==> src/rtl/m2d_pkg.sv <==
// ----------------------------------------------------------------------------
// m2d_pkg
// Shared types and constants for the 2x2 determinant, inverse and eigenvalue
// pipeline.
// ----------------------------------------------------------------------------
`default_nettype none

package m2d_pkg;

  // Field widths.
  localparam int ENTRY_W = 16;
  localparam int DET_W   = 33;
  localparam int DMAG_W  = 32;
  localparam int EPS_W   = 31;
  localparam int INV_W   = 32;
  localparam int EIG_W   = 19;
  localparam int TRACE_W = 18;

  // Divider: 16-bit magnitude shifted up by 24 gives a 40-bit dividend.
  localparam int FRAC_SH   = 24;
  localparam int NUM_W     = ENTRY_W + FRAC_SH;
  localparam int REM_W     = DMAG_W + 1;
  localparam int DIV_STEPS = NUM_W;
  localparam int LANES     = 4;

  // Square root: 36-bit radicand, two bits per step.
  localparam int RAD_W      = 2 * TRACE_W;
  localparam int ROOT_W     = TRACE_W;
  localparam int SREM_W     = ROOT_W + 3;
  localparam int SQRT_STEPS = RAD_W / 2;

  // One divider lane: dividend shifting out, remainder, quotient shifting in.
  typedef struct packed {
    logic [NUM_W-1:0] num;
    logic [REM_W-1:0] rem;
    logic [NUM_W-1:0] quo;
    logic             neg;
  } div_lane_t;

  // Everything one matrix carries down the iterative part of the pipeline.
  typedef struct packed {
    logic                      valid;
    logic signed [DET_W-1:0]   det;
    logic [1:0]                rank;
    logic                      regular;
    logic [DMAG_W-1:0]         dmag;
    div_lane_t [LANES-1:0]     lane;
    logic [RAD_W-1:0]          rad;
    logic [SREM_W-1:0]         srem;
    logic [ROOT_W-1:0]         root;
    logic signed [TRACE_W-1:0] trace;
    logic                      real_eig;
  } pipe_t;

endpackage

`default_nettype wire

==> src/rtl/m2d_back.sv <==
// ----------------------------------------------------------------------------
// m2d_back
// Final stage: signs and saturation of the inverse, eigenvalue halving, and
// the output register of the result channel.
// ----------------------------------------------------------------------------
`default_nettype none

module m2d_back (
  input  wire logic                              clk,
  input  wire logic                              rst,
  input  wire logic                              en,
  input  m2d_pkg::pipe_t                         pin,
  output logic                                   out_valid,
  output logic signed [m2d_pkg::DET_W-1:0]       det_value,
  output logic [1:0]                             rank_value,
  output logic                                   inv_valid,
  output logic signed [m2d_pkg::INV_W-1:0]       inv_00,
  output logic signed [m2d_pkg::INV_W-1:0]       inv_01,
  output logic signed [m2d_pkg::INV_W-1:0]       inv_10,
  output logic signed [m2d_pkg::INV_W-1:0]       inv_11,
  output logic                                   inv_clipped,
  output logic                                   eig_real,
  output logic signed [m2d_pkg::EIG_W-1:0]       eig_large,
  output logic signed [m2d_pkg::EIG_W-1:0]       eig_small
);
  import m2d_pkg::*;

  localparam logic [NUM_W-1:0] POS_MAX = NUM_W'(32'h7FFF_FFFF);
  localparam logic [NUM_W-1:0] NEG_MAX = NUM_W'(32'h8000_0000);

  logic [INV_W-1:0]        inv_q [LANES];
  logic [LANES-1:0]        clip;
  logic signed [EIG_W:0]   sum_l, sum_s;

  // Truncated quotient with sign, clamped to the 32-bit range; zero when not regular.
  always_comb begin
    for (int k = 0; k < LANES; k++) begin
      if (!pin.regular) begin
        clip[k]  = 1'b0;
        inv_q[k] = '0;
      end else if (!pin.lane[k].neg) begin
        clip[k]  = pin.lane[k].quo > POS_MAX;
        inv_q[k] = clip[k] ? POS_MAX[INV_W-1:0] : pin.lane[k].quo[INV_W-1:0];
      end else begin
        clip[k]  = pin.lane[k].quo > NEG_MAX;
        inv_q[k] = clip[k] ? NEG_MAX[INV_W-1:0] : INV_W'(-pin.lane[k].quo[INV_W-1:0]);
      end
    end
  end

  // Eigenvalues: (trace +/- root) halved with floor.
  assign sum_l = (EIG_W+1)'(pin.trace) + (EIG_W+1)'(pin.root);
  assign sum_s = (EIG_W+1)'(pin.trace) - (EIG_W+1)'(pin.root);

  always_ff @(posedge clk) begin
    if (rst) begin
      out_valid <= 1'b0;
    end else if (en) begin
      out_valid <= pin.valid;
    end
  end

  always_ff @(posedge clk) begin
    if (en) begin
      det_value   <= pin.det;
      rank_value  <= pin.rank;
      inv_valid   <= pin.regular;
      inv_00      <= inv_q[0];
      inv_01      <= inv_q[1];
      inv_10      <= inv_q[2];
      inv_11      <= inv_q[3];
      inv_clipped <= |clip;
      eig_real    <= pin.real_eig;
      eig_large   <= pin.real_eig ? sum_l[EIG_W:1] : '0;
      eig_small   <= pin.real_eig ? sum_s[EIG_W:1] : '0;
    end
  end

endmodule

`default_nettype wire
==> config.mk <==
export PLATFORM = sky130hd
export DESIGN_NAME = m2d_back
export DESIGN_NICKNAME = d
export VERILOG_FILES = /design/src/rtl/m2d_pkg.sv /design/src/rtl/m2d_back.sv
export SDC_FILE = /design/constraint.sdc
export NUM_CORES = 1
export LEC_CHECK = 0
export BUFFER_PORTS_ARGS = -buffer_cell sky130_fd_sc_hd__buf_4
export CAP_MARGIN = 20
export CORE_AREA = 2 2 322 324
export CTS_CLUSTER_DIAMETER = 120
export CTS_CLUSTER_SIZE = 16
export DETAILED_ROUTE_END_ITERATION = 7
export DIE_AREA = 0 0 324 326
export PLACE_DENSITY = 0.33
export SYNTH_ARGS = -nofsm -noshare
export SYNTH_HDL_FRONTEND = slang
export SYNTH_SLANG_ARGS = --single-unit
export TNS_END_PERCENT = 5
==> constraint.sdc <==
create_clock -name clk -period 2.7 [get_ports clk]
set_clock_uncertainty 0.1 [all_clocks]
set_input_delay 0.27 -clock clk [delete_from_list [all_inputs] [get_ports clk]]
set_output_delay 0.27 -clock clk [all_outputs]
set_load 0.01 [all_outputs]
==> metrics.yaml <==
status: "finished clean"
syn-cell-area_um2: 12800
clk_pin_slew_ps: 80
firstDrtPassIters: 5
worstSetupStartpointType: "primary input"
drc: 0
grt_pass1_wl_um: 96100
die_y_um: 326
cts.sinks: 205
layout_common_cells: "buf_4 (676), edfxtp_1 (204), nor2_1 (151)"
grt_max_degree: 55
async_reset_ff_frac: 0
cap_violations: 0
multi_input_area_um2: 6280
tns_ps: 0
post-place-ws_ps: -493
rsz0062_at_grt: "yes"
synth-edff-count: 204
crit_arrival_ps: 2840
syn_area_per_cell_um2: 9.43
nets: 2747
setup_viol: 0
finalCriticalPeriod_ps: 2630
cp.required_ps: 2910
route.vias.total: 13856
crit_fanout: 5
via_per_inst: 3.98
clock_latency_ps: 550
clk_path_buf_depth: 3
report.final.slew_viol_count: 0
syn_to_final_growth_pct: 64.5
cp-end-kind: "register"
finalCritPeriodShare: 0.974
synth-warning-count: 0
rows: 118
coreArea_um2: 103000
whs_path_depth: 3
regArea_um2: 6150
io_pins: 827
ys_types: 76
placedCellCount: 3356
critical_path_class: "primary input to register"
p_leak_uw: 0.00828
synth_nets: 2025
ant_nets: 0
max_freq_ghz: 0.380
wl_per_cell_um: 19.3
drive_gt1_frac: 0.369
wl_um: 67300
final_cells: 3479
dp_hpwl_um: 53600
ys_dominant_reg_cell: "edfxtp_1"
maxSlewHeadroom: 0.365
final_util: 0.206
drtIter0Drc: 759
postSynthCellCount: 1361
power_uw: 9380
die_w_um: 324
numCtsBuffers: 20
hold_path.class: "primary input to register"
fillCellCount: 11310
antenna_found_initial: 23
worst_slack_ps: 69.5
ys_seq_elements: 205
r2r_cells: 3
gp_congestion: 0.833
ys_seq_area_frac: 0.479
worst_pin_slew_ps: 949
layout_commonest_cell: "buf_4"
grt_overflow: 0
hold_viol_final: 0
place.port_buffers: 445
cts_tree: "built"
dieArea_um2: 106000
grt_pass1_vias: 14165
peakVddDrop_v: 0.000377
cellPowerDensity_nw_per_um2: 444
cts_root_buffer: "clkbuf_16"
initial_utilization: 0.125
htree_levels: 1
grt_use_total: 0.122
==> kinds of logic (layout without fill, tap and decap cells) <==
family	count (synthesis)	count (layout)	share of synthesized area
other	0	2	0
AND/OR/NAND/NOR	530	530	0.211
XOR/XNOR	22	22	0.0150
AO/OA/AOI/OAI	419	419	0.206
flip-flops	205	205	0.479
buffers and inverters	134	870	0.0406
adder cells (fa/ha/maj)	42	42	0.0421
multiplexers	9	9	0.00702
==> cells in the mapped netlist, types with 15 or more instances <==
cell type    n  share of area
nand2b_1    17         0.0083
ha_1        40          0.039
nor2_1     152          0.044
a21oi_1    133          0.052
nand2_1    108          0.032
nand3b_1    21          0.012
nor4_1      33          0.016
nor3_1      58          0.023
nand3_1     15         0.0058
a21o_1      15         0.0088
o21ai_0     87          0.034
edfxtp_1   204           0.48
clkbuf_1    53          0.015
a221oi_1    19          0.013
inv_1       64          0.019
or3_1       56          0.027
a31oi_1     64          0.031
==> stage by stage <==
step / hold slack [ps] / instance area [um2]
3_3_place_gp: 332 / 19500
2_1_floorplan: 242 / 12900
4_1_cts: 1.34 / 21000
3_5_place_dp: 334 / 19500
6_report: 55.4 / 21100
5_1_grt: 39.9 / 21100
==> worst paths after layout <==
| kind | slack [ps] | from | end |
|---|---|---|---|
| worst min register to register | 970 | out_valid$_SDFFE_PP0P_ | out_valid$_SDFFE_PP0P_ |
| worst max-delay path | 70 | pin[214] | inv_01[20]$_SDFFCE_PN0P_ |
| worst min-delay path | 60 | pin[466] | inv_11[29]$_SDFFCE_PN0P_ |
| worst max register to register | 1450 | out_valid$_SDFFE_PP0P_ | out_valid$_SDFFE_PP0P_ |
==> worst max-delay path: stages <==
cell	delay, ps
dlygate4sd3_1	560
buf_4	170
nor4_4	250
buf_4	150
nand3_1	110
buf_4	170
or3_1	320
or3_1	330
buf_4	170
nor3_1	130
or3_1	130
a31oi_1	80
==> repair_timing <==
item,CTS,global route
endpoints found under the hold margin,103,0
gates resized for setup,0,18
setup endpoints to repair,0,35
setup buffers,0,1
hold buffers,84,0
==> power breakdown <==
group          internal (uW)  switching [uW]
Clock                   1560            1550
Combinational           1120            1190
Sequential              3830             128
==> state kept, by name, summed over array words and instances (netlist names) <==
| name | cells |
|---|---|
| det_value | 33 |
| eig_large | 19 |
| eig_real | 1 |
| eig_small | 19 |
| inv_00 | 32 |
| inv_01 | 32 |
| inv_10 | 32 |
| inv_11 | 32 |
| inv_clipped | 1 |
| inv_valid | 1 |
| out_valid | 1 |
| rank_value | 2 |
==> cell type report <==
cell class              count  area share
clock buffers              26      0.0258
well taps                1380      0.0817
repair buffers            768       0.287
multi-input cells        1022       0.297
diodes                      2    0.000237
clock inverters            10     0.00503
flip-flops and latches    205       0.291
inverters                  66      0.0118
==> metal layers <==
layer  GRT usage  vias to the layer above  part of all wire  wire length, um
li1            -                     6618                 -                -
met1       0.157                     6664              0.44            29600
met4      0.0282                       26             0.022             1490
met5           0                        -            0.0026              173
met3      0.0320                       98             0.070             4710
met2       0.204                      450              0.47            31300
(Power assumes the default switching activity.)
