File: src/rtl/m2d_pkg.sv
// ----------------------------------------------------------------------------
// m2d_pkg
// Shared types and constants for the 2x2 determinant, inverse and eigenvalue
// pipeline.
// ----------------------------------------------------------------------------
`default_nettype none

package m2d_pkg;

  // Field widths.
  localparam int ENTRY_W = 16;
  localparam int DET_W   = 33;
  localparam int DMAG_W  = 32;
  localparam int EPS_W   = 31;
  localparam int INV_W   = 32;
  localparam int EIG_W   = 19;
  localparam int TRACE_W = 18;

  // Divider: 16-bit magnitude shifted up by 24 gives a 40-bit dividend.
  localparam int FRAC_SH   = 24;
  localparam int NUM_W     = ENTRY_W + FRAC_SH;
  localparam int REM_W     = DMAG_W + 1;
  localparam int DIV_STEPS = NUM_W;
  localparam int LANES     = 4;

  // Square root: 36-bit radicand, two bits per step.
  localparam int RAD_W      = 2 * TRACE_W;
  localparam int ROOT_W     = TRACE_W;
  localparam int SREM_W     = ROOT_W + 3;
  localparam int SQRT_STEPS = RAD_W / 2;

  // One divider lane: dividend shifting out, remainder, quotient shifting in.
  typedef struct packed {
    logic [NUM_W-1:0] num;
    logic [REM_W-1:0] rem;
    logic [NUM_W-1:0] quo;
    logic             neg;
  } div_lane_t;

  // Everything one matrix carries down the iterative part of the pipeline.
  typedef struct packed {
    logic                      valid;
    logic signed [DET_W-1:0]   det;
    logic [1:0]                rank;
    logic                      regular;
    logic [DMAG_W-1:0]         dmag;
    div_lane_t [LANES-1:0]     lane;
    logic [RAD_W-1:0]          rad;
    logic [SREM_W-1:0]         srem;
    logic [ROOT_W-1:0]         root;
    logic signed [TRACE_W-1:0] trace;
    logic                      real_eig;
  } pipe_t;

endpackage

`default_nettype wire

File: src/rtl/m2d_step.sv
// ----------------------------------------------------------------------------
// m2d_step
// One pipeline stage of the iterative part: one quotient bit in each of the
// four divider lanes and, where enabled, one root bit of the square root.
// ----------------------------------------------------------------------------
`default_nettype none

module m2d_step (
  input  wire logic       clk,
  input  wire logic       rst,
  input  wire logic       en,
  input  wire logic       sqrt_on,
  input  m2d_pkg::pipe_t  pin,
  output m2d_pkg::pipe_t  pout
);
  import m2d_pkg::*;

  pipe_t              pout_next;
  logic [REM_W-1:0]   r_sh [LANES];
  logic [SREM_W-1:0]  t_sh;
  logic [SREM_W-1:0]  trial;

  always_comb begin
    pout_next = pin;

    // Restoring division step, shared divisor across the lanes.
    for (int k = 0; k < LANES; k++) begin
      r_sh[k] = {pin.lane[k].rem[REM_W-2:0], pin.lane[k].num[NUM_W-1]};
      pout_next.lane[k].num = {pin.lane[k].num[NUM_W-2:0], 1'b0};
      if (r_sh[k] >= {1'b0, pin.dmag}) begin
        pout_next.lane[k].rem = r_sh[k] - {1'b0, pin.dmag};
        pout_next.lane[k].quo = {pin.lane[k].quo[NUM_W-2:0], 1'b1};
      end else begin
        pout_next.lane[k].rem = r_sh[k];
        pout_next.lane[k].quo = {pin.lane[k].quo[NUM_W-2:0], 1'b0};
      end
    end

    // Digit-by-digit square root step, two radicand bits at a time.
    t_sh  = {pin.srem[SREM_W-3:0], pin.rad[RAD_W-1:RAD_W-2]};
    trial = {1'b0, pin.root, 2'b01};
    if (sqrt_on) begin
      pout_next.rad = {pin.rad[RAD_W-3:0], 2'b00};
      if (t_sh >= trial) begin
        pout_next.srem = t_sh - trial;
        pout_next.root = {pin.root[ROOT_W-2:0], 1'b1};
      end else begin
        pout_next.srem = t_sh;
        pout_next.root = {pin.root[ROOT_W-2:0], 1'b0};
      end
    end
  end

  always_ff @(posedge clk) begin
    if (rst) begin
      pout.valid <= 1'b0;
    end else if (en) begin
      pout <= pout_next;
    end
  end

endmodule

`default_nettype wire

File: config.mk
export PLATFORM = sky130hd
export DESIGN_NAME = m2d_step
export DESIGN_NICKNAME = d
export VERILOG_FILES = /design/src/rtl/m2d_pkg.sv /design/src/rtl/m2d_step.sv
export SDC_FILE = /design/constraint.sdc
export NUM_CORES = 1
export LEC_CHECK = 0
export BUFFER_PORTS_ARGS = -buffer_cell sky130_fd_sc_hd__buf_2
export CELL_PAD_IN_SITES_DETAIL_PLACEMENT = 0
export CELL_PAD_IN_SITES_GLOBAL_PLACEMENT = 1
export CORE_AREA = 10 10 469 471
export CTS_BUF_LIST = sky130_fd_sc_hd__clkbuf_8
export DETAILED_ROUTE_END_ITERATION = 10
export DIE_AREA = 0 0 479 481
export GPL_TIMING_DRIVEN = 0
export PLACE_DENSITY_LB_ADDON = 0.2
export RECOVER_POWER = 100
export SLEW_MARGIN = 10
export SYNTH_ARGS = -nofsm -noshare
export SYNTH_HDL_FRONTEND = slang
export SYNTH_SLANG_ARGS = --single-unit
File: constraint.sdc
create_clock -name clk -period 40 [get_ports clk]
set_input_delay 8 -clock clk [delete_from_list [all_inputs] [get_ports clk]]
set_output_delay 8 -clock clk [all_outputs]
set_load 0.01 [all_outputs]
==> results.yml, run 1 <==
cells_and_area:
  area_growth_pct: 38.0
  drive_gt1_frac: 0.220
  finish.utilization: 0.195
  top_register: "pout"
  reg.largest.list: "pout (615)"
  largest_register_ffs: 615
  final_nets: 4461
setup_path:
  crit_top_cell: "clkbuf_1"
  criticalPathCategory: "in -> reg"
  slowest_delay_ns: 1.11
  required_ns: 40.60
  start_kind: "input pin"
  critPathSlowestCell: "o21ai_0"
  regToRegStartpoint: "pout[618]"
  arrival_ns: 14.29
  r2r_cells: 2
  crit_path_start: "pin[551]"
  path_cells: "clkbuf_1 > inv_1 > ha_1 > nor2b_1 > o31a_1 > o211ai_1 > a21oi_1 > o21ai_0 > o31a_1 > or2_1 > clkbuf_1 > clkinvlp_2 > clkbuf_1 > mux2_1"
  worstSetupEndpointType: "register"
  cp_max_fo: 10
power_and_ir_drop:
  power_density_mw_per_mm2: 44.6
  peakVddDrop_uv: 29.9
  power_w: 0.00184
  p_leak_nw: 15.3
routing:
  vias_per_cell: 3.94
  dr.pass1.iters: 6
  drc_errors: 0
  antenna_left: 0
  drtIter0Drc: 1667
  wl_per_cell_um: 30.4
  via_count: 26118
  wl_um: 202000
clocking:
  cts_buffers: 134
  cts_tree: "done"
  hold_buffers: 0
  clock_latency_ns: 0.86
  htree_num_levels: 4
  cts_root_buf: "clkbuf_8"
  clk_pin_slew_ns: 0.06
  cts_buffer_depth: 3
  cts.sinks: 615
  cts_setup_buffers: 0
  cts_resized: 0
global_route:
  grt_pass1_vias: 26674
  antenna_found_initial: 170
  grt_first_pass_wirelength_um: 258000
  gr-total-overflow: 0
  grt_use_total: 0.166
  grt_max_degree: 30
synth:
  syn_area_per_cell_um2: 13.0
  ys.flop_type: "edfxtp_1"
  synth_cells: 2292
  yosysUniqueCellTypes: 85
  synth.largest_area_cell: "edfxtp_1"
  synth_area_mm2: 0.0298
  synth_edf_count: 614
  yosys-top-cells-area: "edfxtp_1, ha_1, o21ai_0"
  yosysWarnings: 0
  postSynth.asyncResetShare: 0
  synth_seq_cells: 615
  seq_area_frac_synth: 0.619
  synth_top_area_share: 0.618
floorplanning:
  die_w_um: 479
  die_h_um: 481
  die-area_mm2: 0.230
  core-area_mm2: 0.211
  rows: 169
  initial_core_util: 0.142
  pin_count: 1242
hold_path:
  min_path_type: "reg -> reg"
  min_from: "pout[618]"
  holdPathStages: 2
sta:
  tns_ns: 0
  fmax_ghz: 0.0730
  worst_slack_ns: 26.31
  relSlewSlack: -0.165
  period_needed_ns: 13.69
  setup_viol_count_final: 0
  rsz0062_at_grt: "false"
  fin_skew_ns: 0
  hold_viol: 0
  slew_viol_final: 315
  worstMarginPinSlew_ns: 1.75
  holdWs_ns: 0.512
  period_share: 0.342
placed_design:
  gp_congestion: 0.868
  placement.io_buffers: 1228
  preCtsSetupSlack_ns: 27.57
  hpwl_um: 170000
run:
  drv_cap: 12
run_status:
  outcome: "finished, violations left"
  violations: "capacitance limit, slew limit"
## placed cells by master (no fill, tap or decap), types with 6 or more instances in the layout
cell type  instances
clkbuf_1         746
edfxtp_1         614
buf_2            583
o21ai_0          184
nand2_1          172
a21oi_1          157
ha_1             148
clkbuf_8         134
inv_1            128
nor2_1           107
a21o_1            80
xnor2_1           67
mux2_2            58
xor2_1            49
diode_2           42
mux2_1            34
nor3_1            33
nor2b_1           32
nand3_1           31
clkinv_1          31
nand4_1           29
a31oi_1           23
o21a_1            22
o21bai_1          22
and3_1            20
mux2i_1           19
nand2b_1          16
o31ai_1           15
or3_1             12
a211oi_1          11
and2_1            11
and4_1            10
a221oi_1          10
o31a_1             8
o211ai_1           7
nor4_1             7
a2111oi_0          7
o41ai_1            6
or2_2              6
## worst paths after layout
check / slack, ns / end
setup reg to reg: 39.40 / pout[618]
hold / removal: 0.51 / pout[618]
hold reg to reg: 0.51 / pout[618]
setup / recovery: 26.31 / pout[155]
## cell usage after synthesis, types with 11 or more instances
master,count
a211oi_1,11
o21bai_1,22
nor2b_1,32
nand3_1,31
clkbuf_1,50
ha_1,148
edfxtp_1,614
nand4_1,29
nand2b_1,16
and3_1,20
o21ai_0,182
mux2_2,76
and2_1,11
inv_1,91
xnor2_1,67
a31oi_1,22
nor2_1,107
mux2i_1,19
mux2_4,17
nor3_1,33
nand2_1,172
xor2_1,49
buf_2,18
a21oi_1,157
a21o_1,80
o31ai_1,14
o21a_1,22
or3_1,12
## critical path: cells and delay by family
kind | cells | cell delay [ns]
compound gates | 5 | 2.08
mux | 1 | 0.50
fa+ha+maj | 1 | 0.47
buf+inv | 5 | 2.96
simple gates | 2 | 0.26
## cell type report
class                           count  area [µm²]
Clock inverter                     90         577
Clock buffer                      134        1840
Inverter                           92         347
Buffer                             83         353
Tap cell                         2821        3530
Antenna cell                       42         105
Timing Repair Buffer             1255        5430
Sequential cell                   615       18500
Fill cell                       23623      170000
Multi-Input combinational cell   1505       10500
## where the power goes
group,leakage (nW),internal (W),switching (W)
Sequential,5.76,0.000774,0.0000152
Combinational,8.20,0.000122,0.000251
Clock,1.36,0.000336,0.000337
Total,15.3,0.00123,0.000604
## kinds of logic after synthesis
| logic type | Yosys count | share of synthesized area |
|---|---|---|
| buf+inv | 175 | 0.0251 |
| flops | 615 | 0.619 |
| xor+xnor | 116 | 0.0341 |
| other cells | 1 | 0.000126 |
| mux | 112 | 0.0436 |
| fa+ha+maj | 152 | 0.0648 |
| simple gates | 507 | 0.0822 |
| compound gates | 614 | 0.131 |
## per-stage QoR
step                std cells  area [µm²]
detailed placement       6371       40100
floorplan                2295       29800
global route             6602       41100
global placement         6344       39500
finish                   6637       41200
CTS                      6595       42500
## layer usage
layer  GRT usage  wire [µm]  vias up
li1            -          -    11616
met1       0.172      70300    12759
met2       0.300     102000     1201
met3      0.0723      20700      410
met4      0.0486       7880      132
met5           0        833        -
Power figures use the tool's default switching activity.
==> run 2: changes to the inputs <==
CORE_AREA = 10 10 480 482   (was 10 10 469 471)
DIE_AREA = 0 0 490 492   (was 0 0 479 481)
clock period = 11.91 ns   (was 40 ns; I/O delays follow)
==> run 2 against run 1 <==
The flow still finishes with violations (capacitance limit, slew limit). Critical path depth is 2 lower. Design area is 1.4% higher. Routed wire length is 0.17% lower. Clock-buffer cell count is 5 higher. First-iteration DRC count is 8.4% higher. Combinational power grew to 3.4 times the previous value. Global-route usage is 0.66 points lower. Sequential share of layout area is 0.63 points lower. Critical path type unchanged. Critical endpoint is now pout[480]. Largest power group unchanged.
==> results.yml, run 2 (synthesized netlist as in run 1, its figures left out) <==
clocking:
  cts.sinks: 615
  htree_num_levels: 4
  clock_latency_ns: 0.87
  cts_buffer_depth: 3
  cts_buffers: 136
  cts_tree: "done"
  hold_buffers: 0
  cts_root_buf: "clkbuf_8"
  cts_resized: 0
  clk_pin_slew_ns: 0.06
  cts_setup_buffers: 0
floorplanning:
  pin_count: 1242
  die-area_mm2: 0.241
  die_w_um: 490
  rows: 173
  die_h_um: 492
  initial_core_util: 0.135
  core-area_mm2: 0.221
placed_design:
  placement.io_buffers: 1228
  hpwl_um: 169000
  preCtsSetupSlack_ns: 5.11
  gp_congestion: 0.893
hold_path:
  min_from: "pout[618]"
  holdPathStages: 2
  hold_path_end: "pout[618]"
  min_path_type: "reg -> reg"
setup_path:
  r2r_end: "pout[618]"
  criticalPathCategory: "in -> reg"
  required_ns: 12.48
  r2r_cells: 2
  arrival_ns: 8.82
  path_buf_inv: 11
  regToRegSetupSlack_ns: 11.33
  crit_top_cell: "clkbuf_1"
  slowest_delay_ns: 0.96
  start_kind: "input pin"
  path_cells: "clkbuf_1 > nor2b_1 > clkbuf_1 > clkbuf_1 > clkbuf_1 > clkbuf_1 > buf_12 > buf_12 > clkbuf_1 > buf_12 > buf_16 > buf_16"
  regToRegStartpoint: "pout[618]"
  cp_top_family: "buffers and inverters"
  cp_max_fo: 23
  worstSetupEndpointType: "register"
  critPathSlowestCell: "clkbuf_1"
routing:
  via_count: 26119
  wl_per_cell_um: 29.6
  antenna_left: 0
  dr.pass1.iters: 5
  vias_per_cell: 3.84
  wl_um: 201000
  drc_errors: 0
  drtIter0Drc: 1807
cells_and_area:
  largest_register_ffs: 615
  area_growth_pct: 40.0
  drive_gt1_frac: 0.230
  mostFrequentLayoutCells: "clkbuf_1, edfxtp_1, buf_2, o21ai_0, nand2_1"
  top_register: "pout"
  fillers: 24723
  reg.largest.list: "pout (615)"
  finish.utilization: 0.189
  final_nets: 4464
  final_common_cell: "clkbuf_1"
power_and_ir_drop:
  p_leak_nw: 15.5
  p_clk_frac: 0.386
  cellInternalPower_w: 0.00428
  p_sw_frac: 0.328
  peakVddDrop_uv: 93.1
  power_frac_comb: 0.198
  sequentialPowerShare: 0.416
  power_density_mw_per_mm2: 152
  p_sw_w: 0.00208
global_route:
  use_met2: 0.291
  grt_pass1_vias: 26864
  antenna_found_initial: 184
  top_usage_layer: "met2"
  grt_use_total: 0.159
  grt_first_pass_wirelength_um: 261000
  gr-total-overflow: 0
  use_met3: 0.0666
  grt_util_met1: 0.168
  grt_max_degree: 31
sta:
  worstMarginPinSlew_ns: 1.70
  period_share: 0.693
  relSlewSlack: -0.133
  fin_skew_ns: 0
  holdWs_ns: 0.501
  slew_viol_final: 171
  fmax_ghz: 0.121
  hold_viol: 0
  period_needed_ns: 8.25
  rsz0062_at_grt: "false"
  setup_viol_count_final: 0
  worst_slack_ns: 3.66
run:
  drv_cap: 6
run_status:
  violations: "capacitance limit, slew limit"
  outcome: "finished, violations left"
==> run 2: tightest hold or removal path: cells and delay by family, from the launching register on <==
kind	cells	cell delay [ns]
flops	1	0.33
simple gates	1	0.07
mux	1	0.07
==> run 2: how the worst max path moves through the flow <==
stage                     startpoint  slack, ns   endpoint  depth (start not counted)
after floorplan                   en      -0.07    pout[0]                          1
after global placement            en      -6.37  pout[579]                          2
after detailed placement    pin[551]       5.11  pout[478]                         12
after CTS                   pin[551]       6.12  pout[262]                         11
after global routing              en       3.12  pout[478]                         12
final                             en       3.66  pout[480]                         12
==> run 2: through the flow <==
stage | cell area, µm² | TNS (ns) | cells | power, W
after floorplan | 29900 | -42.17 | 2295 | 0.00337
after global placement | 39700 | -3778.96 | 6498 | 0.00410
after detailed placement | 40300 | 0 | 6526 | 0.00406
after CTS | 43000 | 0 | 6763 | 0.00662
after global routing | 41700 | 0 | 6777 | 0.00671
final | 41800 | 0 | 6800 | 0.00636
==> run 2: power by group through the flow <==
stage | combinational (W) | clock, W | sequential [W]
detailed placement | 0.00138 | 0 | 0.00268
floorplan | 0.000571 | 0 | 0.00280
global placement | 0.00136 | 0 | 0.00273
CTS | 0.00139 | 0.00259 | 0.00264
global route | 0.00137 | 0.00267 | 0.00266
finish | 0.00126 | 0.00246 | 0.00265
==> run 2: per-layer routing <==
metal	part of all wire	vias up
met5	0.0046	-
met4	0.028	140
met3	0.091	408
met2	0.51	1172
met1	0.36	12769
li1	-	11630
==> run 2: final cells by class <==
cell class | count | area (µm²) | share of cell area
Antenna cell | 37 | 92.6 | 0.00222
Buffer | 83 | 353 | 0.00845
Clock buffer | 139 | 1910 | 0.0458
Clock inverter | 98 | 752 | 0.0180
Inverter | 92 | 347 | 0.00830
Multi-Input combinational cell | 1505 | 10500 | 0.252
Sequential cell | 615 | 18500 | 0.442
Tap cell | 2975 | 3720 | 0.0891
Timing Repair Buffer | 1256 | 5590 | 0.134
